--- config.mk ---
export PLATFORM = sky130hd
export DESIGN_NAME = aga_cell
export DESIGN_NICKNAME = d
export VERILOG_FILES = /design/src/sv/aga_pkg.sv /design/src/sv/aga_cell.sv
export SDC_FILE = /design/constraint.sdc
export NUM_CORES = 1
export LEC_CHECK = 0
export BUFFER_PORTS_ARGS = -buffer_cell sky130_fd_sc_hd__buf_2
export CORE_MARGIN = 5
export CORE_UTILIZATION = 40
export DETAILED_ROUTE_END_ITERATION = 8
export GPL_TIMING_DRIVEN = 0
export PLACE_DENSITY = 0.61
export RECOVER_POWER = 25
export SYNTH_ARGS = -nofsm -noshare
export SYNTH_HDL_FRONTEND = slang
export SYNTH_SLANG_ARGS = --single-unit
--- constraint.sdc ---
create_clock -name clk -period 11 [get_ports clk]
set_input_delay 2.2 -clock clk [delete_from_list [all_inputs] [get_ports clk]]
set_output_delay 2.2 -clock clk [all_outputs]
set_load 0.005 [all_outputs]
--- src/sv/aga_pkg.sv ---
// Shared types, reset constants and score helpers for the affine-gap aligner.
package aga_pkg;

    // Working width for score arithmetic before saturation.
    localparam int WIDE = 18;
    // Width of a length index handed to the gap-boundary helper.
    localparam int KW = 7;

    localparam logic signed [5:0] OPEN_PEN_RST = -6'sd10;
    localparam logic signed [4:0] EXT_PEN_RST  = -5'sd1;
    localparam logic [3:0]        MATCH_RST    = 4'd2;
    localparam logic signed [4:0] MISMATCH_RST = -5'sd1;

    localparam logic [1:0] REG_OPEN_PEN = 2'd0;
    localparam logic [1:0] REG_EXT_PEN  = 2'd1;
    localparam logic [1:0] REG_MATCH    = 2'd2;
    localparam logic [1:0] REG_MISMATCH = 2'd3;

    typedef struct packed {
        logic signed [5:0] open_pen;
        logic signed [4:0] ext_pen;
        logic [3:0]        match;
        logic signed [4:0] mismatch;
    } cfg_t;

    // Clamp to a signed w-bit range.
    function automatic logic signed [WIDE-1:0] sat_w(input logic signed [WIDE-1:0] v,
                                                     input int w);
        logic signed [WIDE-1:0] hi;
        logic signed [WIDE-1:0] lo;
        hi = $signed((WIDE'(1) << (w - 1)) - WIDE'(1));
        lo = -hi - WIDE'(1);
        if (v > hi)
            return hi;
        else if (v < lo)
            return lo;
        return v;
    endfunction

    // Unsaturated edge score for a gap of length k: open + (k-1)*extend.
    function automatic logic signed [WIDE-1:0] bnd_raw(input logic [KW-1:0] k,
                                                       input cfg_t c);
        logic signed [WIDE-1:0] km1;
        km1 = $signed(WIDE'(k)) - WIDE'(1);
        return WIDE'(c.open_pen) + km1 * WIDE'(c.ext_pen);
    endfunction

    // Diagonal term for a symbol pair.
    function automatic logic signed [WIDE-1:0] diag_term(input logic [7:0] a,
                                                         input logic [7:0] b,
                                                         input cfg_t c);
        if (a == b)
            return $signed(WIDE'(c.match));
        return WIDE'(c.mismatch);
    endfunction

endpackage

--- src/sv/aga_cell.sv ---
// One row cell of the systolic fill array: holds a first-sequence symbol and its matrix row.
module aga_cell
    import aga_pkg::*;
#(
    parameter int SW      = 12,
    parameter int MAX_LEN = 32,
    parameter int IDX     = 1
)
(
    input  logic                               clk,
    input  logic                               rst_n,
    input  cfg_t                               cfg,
    input  logic                               init,
    input  logic                               ld,
    input  logic [7:0]                         ld_sym,
    input  logic                               in_v,
    input  logic [7:0]                         in_b,
    input  logic [((MAX_LEN > 1) ? $clog2(MAX_LEN) : 1)-1:0] in_addr,
    input  logic signed [SW-1:0]               in_s,
    input  logic signed [SW-1:0]               in_vg,
    output logic                               out_v,
    output logic [7:0]                         out_b,
    output logic [((MAX_LEN > 1) ? $clog2(MAX_LEN) : 1)-1:0] out_addr,
    output logic signed [SW-1:0]               out_s,
    output logic signed [SW-1:0]               out_vg,
    input  logic [$clog2(MAX_LEN+1)-1:0]       tb_i,
    input  logic [$clog2(MAX_LEN+1)-1:0]       tb_j,
    output logic signed [SW-1:0]               rd_s,
    output logic signed [SW-1:0]               rd_h,
    output logic [7:0]                         sym
);

    localparam int AW = (MAX_LEN > 1) ? $clog2(MAX_LEN) : 1;
    localparam int LW = $clog2(MAX_LEN + 1);

    logic [7:0]               sym_reg;
    logic signed [SW-1:0]     left_s_reg;
    logic signed [SW-1:0]     left_h_reg;
    logic signed [SW-1:0]     diag_reg;
    logic                     out_v_reg;
    logic [7:0]               out_b_reg;
    logic [AW-1:0]            out_addr_reg;
    logic signed [SW-1:0]     out_s_reg;
    logic signed [SW-1:0]     out_vg_reg;
    logic [2*SW-1:0]          mem [MAX_LEN];
    logic [2*SW-1:0]          rd_reg;

    logic signed [WIDE-1:0]   h_w;
    logic signed [WIDE-1:0]   v_w;
    logic signed [WIDE-1:0]   d_w;
    logic signed [SW-1:0]     h_c;
    logic signed [SW-1:0]     v_c;
    logic signed [SW-1:0]     d_c;
    logic signed [SW-1:0]     s_c;
    logic signed [SW-1:0]     own_bnd;
    logic signed [SW-1:0]     up_bnd;
    logic [LW-1:0]            rd_row;
    logic [AW-1:0]            rd_addr;

    always_comb
    begin
        logic signed [WIDE-1:0] a0;
        logic signed [WIDE-1:0] a1;
        a0 = WIDE'(left_h_reg) + WIDE'(cfg.ext_pen);
        a1 = WIDE'(left_s_reg) + WIDE'(cfg.open_pen);
        h_w = sat_w((a0 > a1) ? a0 : a1, SW);
        a0 = WIDE'(in_vg) + WIDE'(cfg.ext_pen);
        a1 = WIDE'(in_s) + WIDE'(cfg.open_pen);
        v_w = sat_w((a0 > a1) ? a0 : a1, SW);
        d_w = sat_w(WIDE'(diag_reg) + diag_term(sym_reg, in_b, cfg), SW);
        h_c = SW'(h_w);
        v_c = SW'(v_w);
        d_c = SW'(d_w);
        s_c = (d_c > h_c) ? d_c : h_c;
        if (v_c > s_c)
            s_c = v_c;
    end

    assign own_bnd = SW'(sat_w(bnd_raw(KW'(IDX), cfg), SW));
    assign up_bnd  = (IDX == 1) ? '0 : SW'(sat_w(bnd_raw(KW'(IDX - 1), cfg), SW));

    always_ff @(posedge clk)
    begin
        if (ld)
            sym_reg <= ld_sym;
        if (init)
        begin
            left_s_reg <= own_bnd;
            left_h_reg <= own_bnd;
            diag_reg   <= up_bnd;
        end
        else if (in_v)
        begin
            left_s_reg <= s_c;
            left_h_reg <= h_c;
            diag_reg   <= in_s;
        end
        out_b_reg    <= in_b;
        out_addr_reg <= in_addr;
        out_s_reg    <= s_c;
        out_vg_reg   <= v_c;
    end

    always_ff @(posedge clk or negedge rst_n)
    begin
        if (!rst_n)
            out_v_reg <= 1'b0;
        else
            out_v_reg <= in_v;
    end

    // Traceback reads this row at column j, the row above it at column j-1.
    assign rd_row  = (tb_i == LW'(IDX)) ? (tb_j - LW'(1)) : (tb_j - LW'(2));
    assign rd_addr = rd_row[AW-1:0];

    always_ff @(posedge clk)
    begin
        if (in_v)
            mem[in_addr] <= {s_c, h_c};
        rd_reg <= mem[rd_addr];
    end

    assign out_v    = out_v_reg;
    assign out_b    = out_b_reg;
    assign out_addr = out_addr_reg;
    assign out_s    = out_s_reg;
    assign out_vg   = out_vg_reg;
    assign rd_s     = rd_reg[2*SW-1:SW];
    assign rd_h     = rd_reg[SW-1:0];
    assign sym      = sym_reg;

endmodule

==> qor.yml, run 1 <==
crit_path_start: "cfg[9]"
worstHoldStart: "diag_reg[0]"
rows: 112
crit_fanout: 17
antenna_found_initial: 0
first_iter_violations: 2134
drc_errors: 0
fin_tns_setup_ns: 0
port_buffers: 149
io_pins: 152
stdcell_area_um2: 44220
wl_per_cell_um: 26.48
syn_to_final_growth_pct: 17.71
grt_max_degree: 35
async_flop_share_pct: 0.1144
setup_viol: 0
die_h_um: 316.4
end_kind: "register"
fillers: 7979
cp-start-kind: "input pin"
whs_path_depth: 2
cpPeakStageDelay_ns: 0.60
clk_path_buf_depth: 3
max_freq_ghz: 0.09447
finalCriticalPeriod_ns: 10.58
hold_path_class: "register to register"
ys_ff_latch: 874
syn_area_um2: 37560
maxCapViolations: 13
synth.distinct_cells: 86
wirelength_um: 98330
cts_buffers: 91
slew_headroom_pct: -32.75
yosys_warnings: 0
ant_nets: 0
die-area_um2: 100100
violations: "capacitance limit, slew limit"
critPathArrivalTime_ns: 10.96
synth_top_area_share_pct: 63.96
die_w_um: 316.4
clk-insertion-delay-late_ns: 0.66
yosys.area.top_type: "edfxtp_1"
synth-main-ff-cell: "edfxtp_1"
post-route-period-util_pct: 96.23
drive_gt1_share_pct: 25.87
largest_reg_flops: 768
viasPerCell: 5.639
nets: 2581
r2r_cells: 36
path_common_cell: "ha_1"
place.gp.congestion: 0.9080
finalMaxSlewViolations: 317
overflow: 0
clk_pin_slew_ns: 0.06
postPlaceCellArea_um2: 40950
cts-root-buf: "clkbuf_16"
status: "complete, but fails checks"
vias: 20938
finClkSkew_ns: 0.04207
cts_tree: "built"
r2r_start: "left_h_reg[0]"
hold_viol_final: 0
clkSinkCount: 874
grtUsageTotal_pct: 19.40
slowest_stage: "or4b_2"
synth_edf_count: 800
worstPathRequired_ns: 11.37
worstSetupPathType: "input pin to register"
hpwl_um: 64950
htree_num_levels: 3
syn_avg_cell_area_um2: 18.10
synthCells: 2075
cts_hold_buffers: 0
syn_nets: 2274
grt_pass1_wl_um: 142900
core_um2: 93330
first_pass_iters: 5
yosys-top-cells-area: "edfxtp_1 64%, mux4_2 14%, dfxtp_1 3.9%, ha_1 3.7%, mux2_2 1.1%"
initial_core_util_pct: 40.25
worst_pin_slew_ns: 1.991
ys_seq_area_share_pct: 67.91
grt_pass1_vias: 21650
-- layer usage --
metal / GRT usage [%] / routed length (µm) / vias to the layer above / share of wire (%)
li1: - / - / 9062 / -
met1: 27.45 / 41890 / 10956 / 43
met2: 31.67 / 47120 / 770 / 48
met3: 3.124 / 6331 / 150 / 6.4
met4: 5.189 / 2994 / 0 / 3.0
met5: 0 / 0 / - / 0
-- cell usage in the layout, fill, tap and decap left out, types with 12 or more instances in the layout --
cell	synthesis	routed
o21a_1	16	15
nor3_1	14	13
dfxtp_1	73	73
clkinv_1	1	15
nor2b_1	14	14
nand2b_1	29	26
nand2_1	68	65
edfxtp_1	800	800
clkbuf_16	0	95
buf_4	2	16
o211ai_1	13	13
buf_2	23	97
ha_1	112	112
a21oi_1	52	51
mux2i_1	37	27
nor2_1	113	100
clkbuf_1	43	148
mux2_2	38	38
a21o_1	17	17
mux4_2	236	236
o21ai_0	42	39
buf_12	0	21
nor2_4	0	13
clkinv_2	0	16
xnor2_1	33	33
inv_1	65	65
nand3_1	12	12
xor2_1	21	21
-- path summary, 6_finish.rpt --
path / slack (ns) / end
min reg2reg: 0.51 / diag_reg[0]
max: 0.42 / left_s_reg[0]
min in group asynchronous: 1.30 / out_v
max in group asynchronous: 9.62 / out_v
min: 0.51 / diag_reg[0]
max reg2reg: 1.78 / left_s_reg[0]
-- area by class of cell --
cell class,count,area [µm²],share of cell area [%]
diodes,1,2.502,0.005659
plain buffers,75,344.1,0.7782
clock buffers,117,2500,5.654
clock inverters,52,589.3,1.333
inverters,67,251.5,0.5688
multi-input cells,1064,11980,27.09
flip-flops and latches,874,25510,57.69
well taps,1254,1569,3.548
repair buffers,209,1474,3.333
-- kinds of logic after synthesis --
family                   synth area share, %
adder cells (fa/ha/maj)                4.024
XOR/XNOR                               1.259
buffers and inverters                  1.536
multiplexers                           16.38
flip-flops                             67.91
AND/OR/NAND/NOR                        4.141
AO/OA/AOI/OAI                          4.753
-- per-stage QoR --
step / hold WS, ns / utilization, % / worst slack (ns) / instances
floorplan: 0.4672 / - / -0.3630 / 2075
global placement: 0.4964 / 42.73 / -4.106 / 3478
detailed placement: 0.4993 / 43.88 / -2.176 / 3514
CTS: 0.5132 / 47.53 / 0.007883 / 3696
global route: 0.5637 / 47.37 / -0.04107 / 3712
finish: 0.5062 / 47.38 / 0.4150 / 3713
-- synth_stat cells, types with 6 or more instances --
master and n:
edfxtp_1 800, mux4_2 236, nor2_1 113, ha_1 112, dfxtp_1 73, nand2_1 68, inv_1 65, a21oi_1 52
clkbuf_1 43, o21ai_0 42, mux2_2 38, mux2i_1 37, xnor2_1 33, nand2b_1 29, buf_2 23, xor2_1 21
a21o_1 17, o21a_1 16, nor2b_1 14, nor3_1 14, a211oi_1 13, o211ai_1 13, nand3_1 12, a31oi_1 11
nand4_1 11, and2_1 10, o31ai_1 10, o22ai_1 8, and3_1 7, nand3b_1 7, o2111ai_1 7, or2_2 7
a221oi_1 6, buf_1 6, nor4_1 6, or3_1 6
-- what timing repair did --
action | in CTS | in global routing
resized for setup | 33 | 23
buffers inserted | 9 | 15
cloned | 4 | 1
setup endpoints to repair | 408 | 406
pin swaps | 2 | 6
-- critical path: cells and delay by family --
family / cells / cell delay [ns]
buffers and inverters: 7 / 0.99
AND/OR/NAND/NOR: 10 / 2.67
adder cells (fa/ha/maj): 5 / 1.47
multiplexers: 1 / 0.39
AO/OA/AOI/OAI: 14 / 3.21
Power of run 1 is left out: the tool's default activity adds up to more than one toggle a clock period on the data nets, which glitch-free logic cannot reach.
==> run 2: changes to the inputs <==
- CORE_ASPECT_RATIO: unset -> 1.2
==> qor.yml, run 2 (same netlist as run 1, synthesis figures left out) <==
busiest_layer: "met2"
clk-insertion-delay-late_ns: 0.66  # about the same
htree_num_levels: 3  # unchanged
met2_usage_pct: 33.80  # +2.1 points
post-route-period-util_pct: 96.21  # about the same
rows: 123  # +9.8%
end_kind: "register"
rrSetupSlack_ns: 1.79  # about the same
cp-start-kind: "input pin"
finClkSkew_ns: 0.02988  # -0.01219 ns
die_w_um: 289.7  # -8.4%
crit_fanout: 33  # +16
cts-root-buf: "clkbuf_16"
path_common_cell: "ha_1"
cts_hold_buffers: 0  # unchanged
worst_pin_slew_ns: 2.062  # +0.07094 ns
status: "complete, but fails checks"
hold_path_class: "register to register"
first_iter_violations: 1921  # -10%
drc_errors: 0  # unchanged
slew_headroom_pct: -37.48  # -4.7 points
rsz0062_at_grt: "false"
grtUsageTotal_pct: 19.78  # +0.38 points
drive_gt1_share_pct: 26.03  # +0.16 points
grt.met1_usage_pct: 25.73  # -1.7 points
postPlaceCellArea_um2: 41070  # +0.28%
grt_max_degree: 35  # unchanged
worst_slack_ns: 0.4164  # +0.001426 ns
die-area_um2: 100200  # about the same
maxCapViolations: 12  # -1
mostFrequentLayoutCell: "edfxtp_1"
largest_reg_flops: 768  # unchanged
wl_per_cell_um: 27.07  # +2.2%
stdcell_area_um2: 44180  # about the same
setup_viol: 0  # unchanged
port_buffers: 149  # unchanged
grt_pass1_wl_um: 144900  # +1.4%
slowest_stage: "a211oi_1"
wirelength_um: 100200  # +1.9%
hold_viol_final: 0  # unchanged
fin_cells: 3703  # -0.27%
syn_to_final_growth_pct: 17.61  # about the same
place_ws_ns: -2.327  # -0.1503 ns
placed_cells: 3512  # -0.057%
finalCriticalPeriod_ns: 10.58  # -0.001426 ns
worstPathRequired_ns: 11.49  # +0.12 ns
mostFrequentLayoutCells: "800 x edfxtp_1, 236 x mux4_2, 137 x clkbuf_1"
cts_buffers: 90  # -1.1%
place.gp.congestion: 0.9195  # +1.3%
use_met3_pct: 3.052  # -0.072 points
vias: 20975  # +0.18%
viasPerCell: 5.664  # +0.45%
die_h_um: 345.7  # +9.2%
ant_nets: 0  # unchanged
antenna_found_initial: 0  # unchanged
first_pass_iters: 6  # +1
clkSinkCount: 874  # unchanged
cts_tree: "built"
overflow: 0  # unchanged
clk_pin_slew_ns: 0.06  # about the same
critPathArrivalTime_ns: 11.07  # +0.11 ns
hpwl_um: 65840  # +1.4%
worstSetupPathType: "input pin to register"
core_um2: 93570  # +0.26%
violations: "capacitance limit, slew limit"
cpPeakStageDelay_ns: 0.70  # +0.10 ns
clk_path_buf_depth: 3  # unchanged
grt_pass1_vias: 21727  # +0.36%
max_freq_ghz: 0.09449  # about the same
initial_core_util_pct: 40.14  # -0.10 points
io_pins: 152  # unchanged
nets: 2574  # -0.27%
finalMaxSlewViolations: 286  # -9.8%
==> run 2: path summary, 6_finish.rpt <==
path	start	end	cells past startpoint
max reg2reg	left_h_reg[0]	mem[28][19]	35
min	diag_reg[4]	diag_reg[4]	2
min reg2reg	diag_reg[4]	diag_reg[4]	2
min in group asynchronous	rst_n	out_v	1
max in group asynchronous	rst_n	out_v	1
max	cfg[9]	mem[28][19]	36
==> run 2: what timing repair did <==
action / CTS / global route
gates cloned: 5 / 1
buffers inserted: 6 / 9
setup endpoints to repair: 408 / 407
resized for setup: 38 / 23
pin swaps: 2 / 5
==> run 2: cell type report <==
class / count / area, µm²
diodes: 2 / 5.005
plain buffers: 75 / 352.8
clock buffers: 108 / 2405
clock inverters: 60 / 583.1
fillers: 8008 / 49390
inverters: 67 / 251.5
multi-input cells: 1065 / 12040
flip-flops and latches: 874 / 25510
well taps: 1250 / 1564
repair buffers: 202 / 1465
==> run 2: metal layers <==
metal | up-vias | wire length, µm
met3 | 156 | 6346
met5 | - | 0
met1 | 10933 | 39430
met4 | 0 | 4044
met2 | 820 | 50400
li1 | 9066 | -
==> run 2: critical path: cells and delay by family <==
kind                       cells  cell delay [ns]
AOI/OAI and AO/OA             13             3.53
adders and majority gates      5             1.56
buffers and inverters          8             1.55
muxes                          1             0.44
and+or+nand+nor                9             1.73
==> run 2: per-stage QoR <==
step	hold WS, ns	setup TNS (ns)	utilization [%]
after detailed placement	0.4965	-691.03	43.89
after CTS	0.5178	0	47.39
after global placement	0.4912	-1300.70	42.61
final	0.5087	0	47.21
after floorplan	0.4672	-48.15	-
after global routing	0.5519	0	47.21
Power of run 2 is left out for the same reason.
==> run 3: changes to the inputs <==
- RECOVER_POWER: 25 -> unset
==> qor.yml, run 3 (same netlist as run 1, synthesis figures left out) <==
status: "finished, final reports clean"
grtUsageTotal_pct: 19.78  # unchanged
fin_util_pct: 47.65  # +0.44 points
clk_path_buf_depth: 3  # unchanged
vias: 20989  # +0.067%
first_iter_violations: 1924  # +0.16%
drive_gt1_share_pct: 30.19  # +4.2 points
post-route-period-util_pct: 96.61  # +0.40 points
drc_errors: 0  # unchanged
rows: 123  # unchanged
htree_num_levels: 3  # unchanged
hold_viol_final: 0  # unchanged
path_common_cell: "ha_1"
grt_pass1_vias: 21727  # unchanged
setup_viol: 0  # unchanged
hold_path_class: "register to register"
initial_core_util_pct: 40.14  # unchanged
critPathArrivalTime_ns: 11.12  # +0.05 ns
core_um2: 93570  # unchanged
slew_headroom_pct: 14.85  # +52 points
end_kind: "register"
wirelength_um: 100200  # about the same
viasPerCell: 5.668  # about the same
nets: 2574  # unchanged
cts_buffers: 90  # unchanged
clk-insertion-delay-late_ns: 0.66  # about the same
place.gp.congestion: 0.9195  # unchanged
ant_nets: 0  # unchanged
maxCapViolations: 0  # -12
port_buffers: 149  # unchanged
die-area_um2: 100200  # unchanged
fin_cells: 3703  # unchanged
first_pass_iters: 5  # -1
worstSetupPathType: "input pin to register"
cts_hold_buffers: 0  # unchanged
overflow: 0  # unchanged
place_ws_ns: -2.327  # unchanged
finClkSkew_ns: 0.02879  # -0.001090 ns
die_h_um: 345.7  # unchanged
worst_pin_slew_ns: 1.273  # -0.7896 ns
wl_per_cell_um: 27.06  # about the same
largest_reg_flops: 768  # unchanged
clkSinkCount: 874  # unchanged
grt_max_degree: 35  # unchanged
mostFrequentLayoutCell: "edfxtp_1"
clk_pin_slew_ns: 0.06  # about the same
max_freq_ghz: 0.09410  # -0.41%
finalCriticalPeriod_ns: 10.63  # +0.04382 ns
hpwl_um: 65840  # unchanged
crit_fanout: 33  # unchanged
antenna_found_initial: 0  # unchanged
grt_pass1_wl_um: 144900  # unchanged
worst_slack_ns: 0.3726  # -0.04382 ns
worstPathRequired_ns: 11.49  # about the same
fin_tns_setup_ns: 0  # unchanged
cts-root-buf: "clkbuf_16"
slowest_stage: "a211oi_1"
mostFrequentLayoutCells: "800 x edfxtp_1, 236 x mux4_2, 171 x buf_2"
finalMaxSlewViolations: 0  # -100%
placed_cells: 3512  # unchanged
cp-start-kind: "input pin"
rsz0062_at_grt: "false"
cts_tree: "built"
die_w_um: 289.7  # unchanged
cpPeakStageDelay_ns: 0.72  # +0.02 ns
io_pins: 152  # unchanged
syn_to_final_growth_pct: 18.70
run 3: timing repair:
action                     4_1_cts  5_1_grt
pin swaps                        2        5
resized for setup               38       23
cloned                           5        1
setup endpoints to repair      408      407
setup buffers                    6        9
run 3: stage by stage:
stage	instance area, µm²	hold WS, ns
after detailed placement	41070	0.4965
after floorplan	37560	0.4672
after CTS	44350	0.5178
after global routing	44580	0.5519
final	44590	0.5087
after global placement	39870	0.4912
run 3: routing by layer:
metal | global-route usage, % | share of wire, %
met1 | 25.73 | 39
met2 | 33.80 | 51
met3 | 3.052 | 6.3
met4 | 7.042 | 4.1
met5 | 0 | 0
run 3: worst max-delay path, delay by kind of cell:
kind	cells	cell delay, ns
compound gates	13	3.56
fa+ha+maj	5	1.56
simple gates	9	1.72
mux	1	0.26
buf+inv	9	1.75
run 3: area by class of cell:
type	count	area (µm²)
tap	1250	1564
timing repair buffer	202	1733
multi-input combinational	1065	12180
inverter	67	251.5
fill	7919	48980
sequential	874	25510
buffer	75	352.8
antenna	2	5.005
clock inverter	60	583.1
clock buffer	108	2405
run 3: worst paths after layout:
kind,start,endpoint,slack (ns),cells after the start
max reg2reg,left_h_reg[0],mem[28][19],1.75,36
min in group asynchronous,rst_n,out_v,1.31,1
max in group asynchronous,rst_n,out_v,9.60,1
min reg2reg,diag_reg[4],diag_reg[4],0.51,2
max,cfg[9],mem[28][19],0.37,37
min,diag_reg[4],diag_reg[4],0.51,2
Power of run 3 is left out for the same reason.
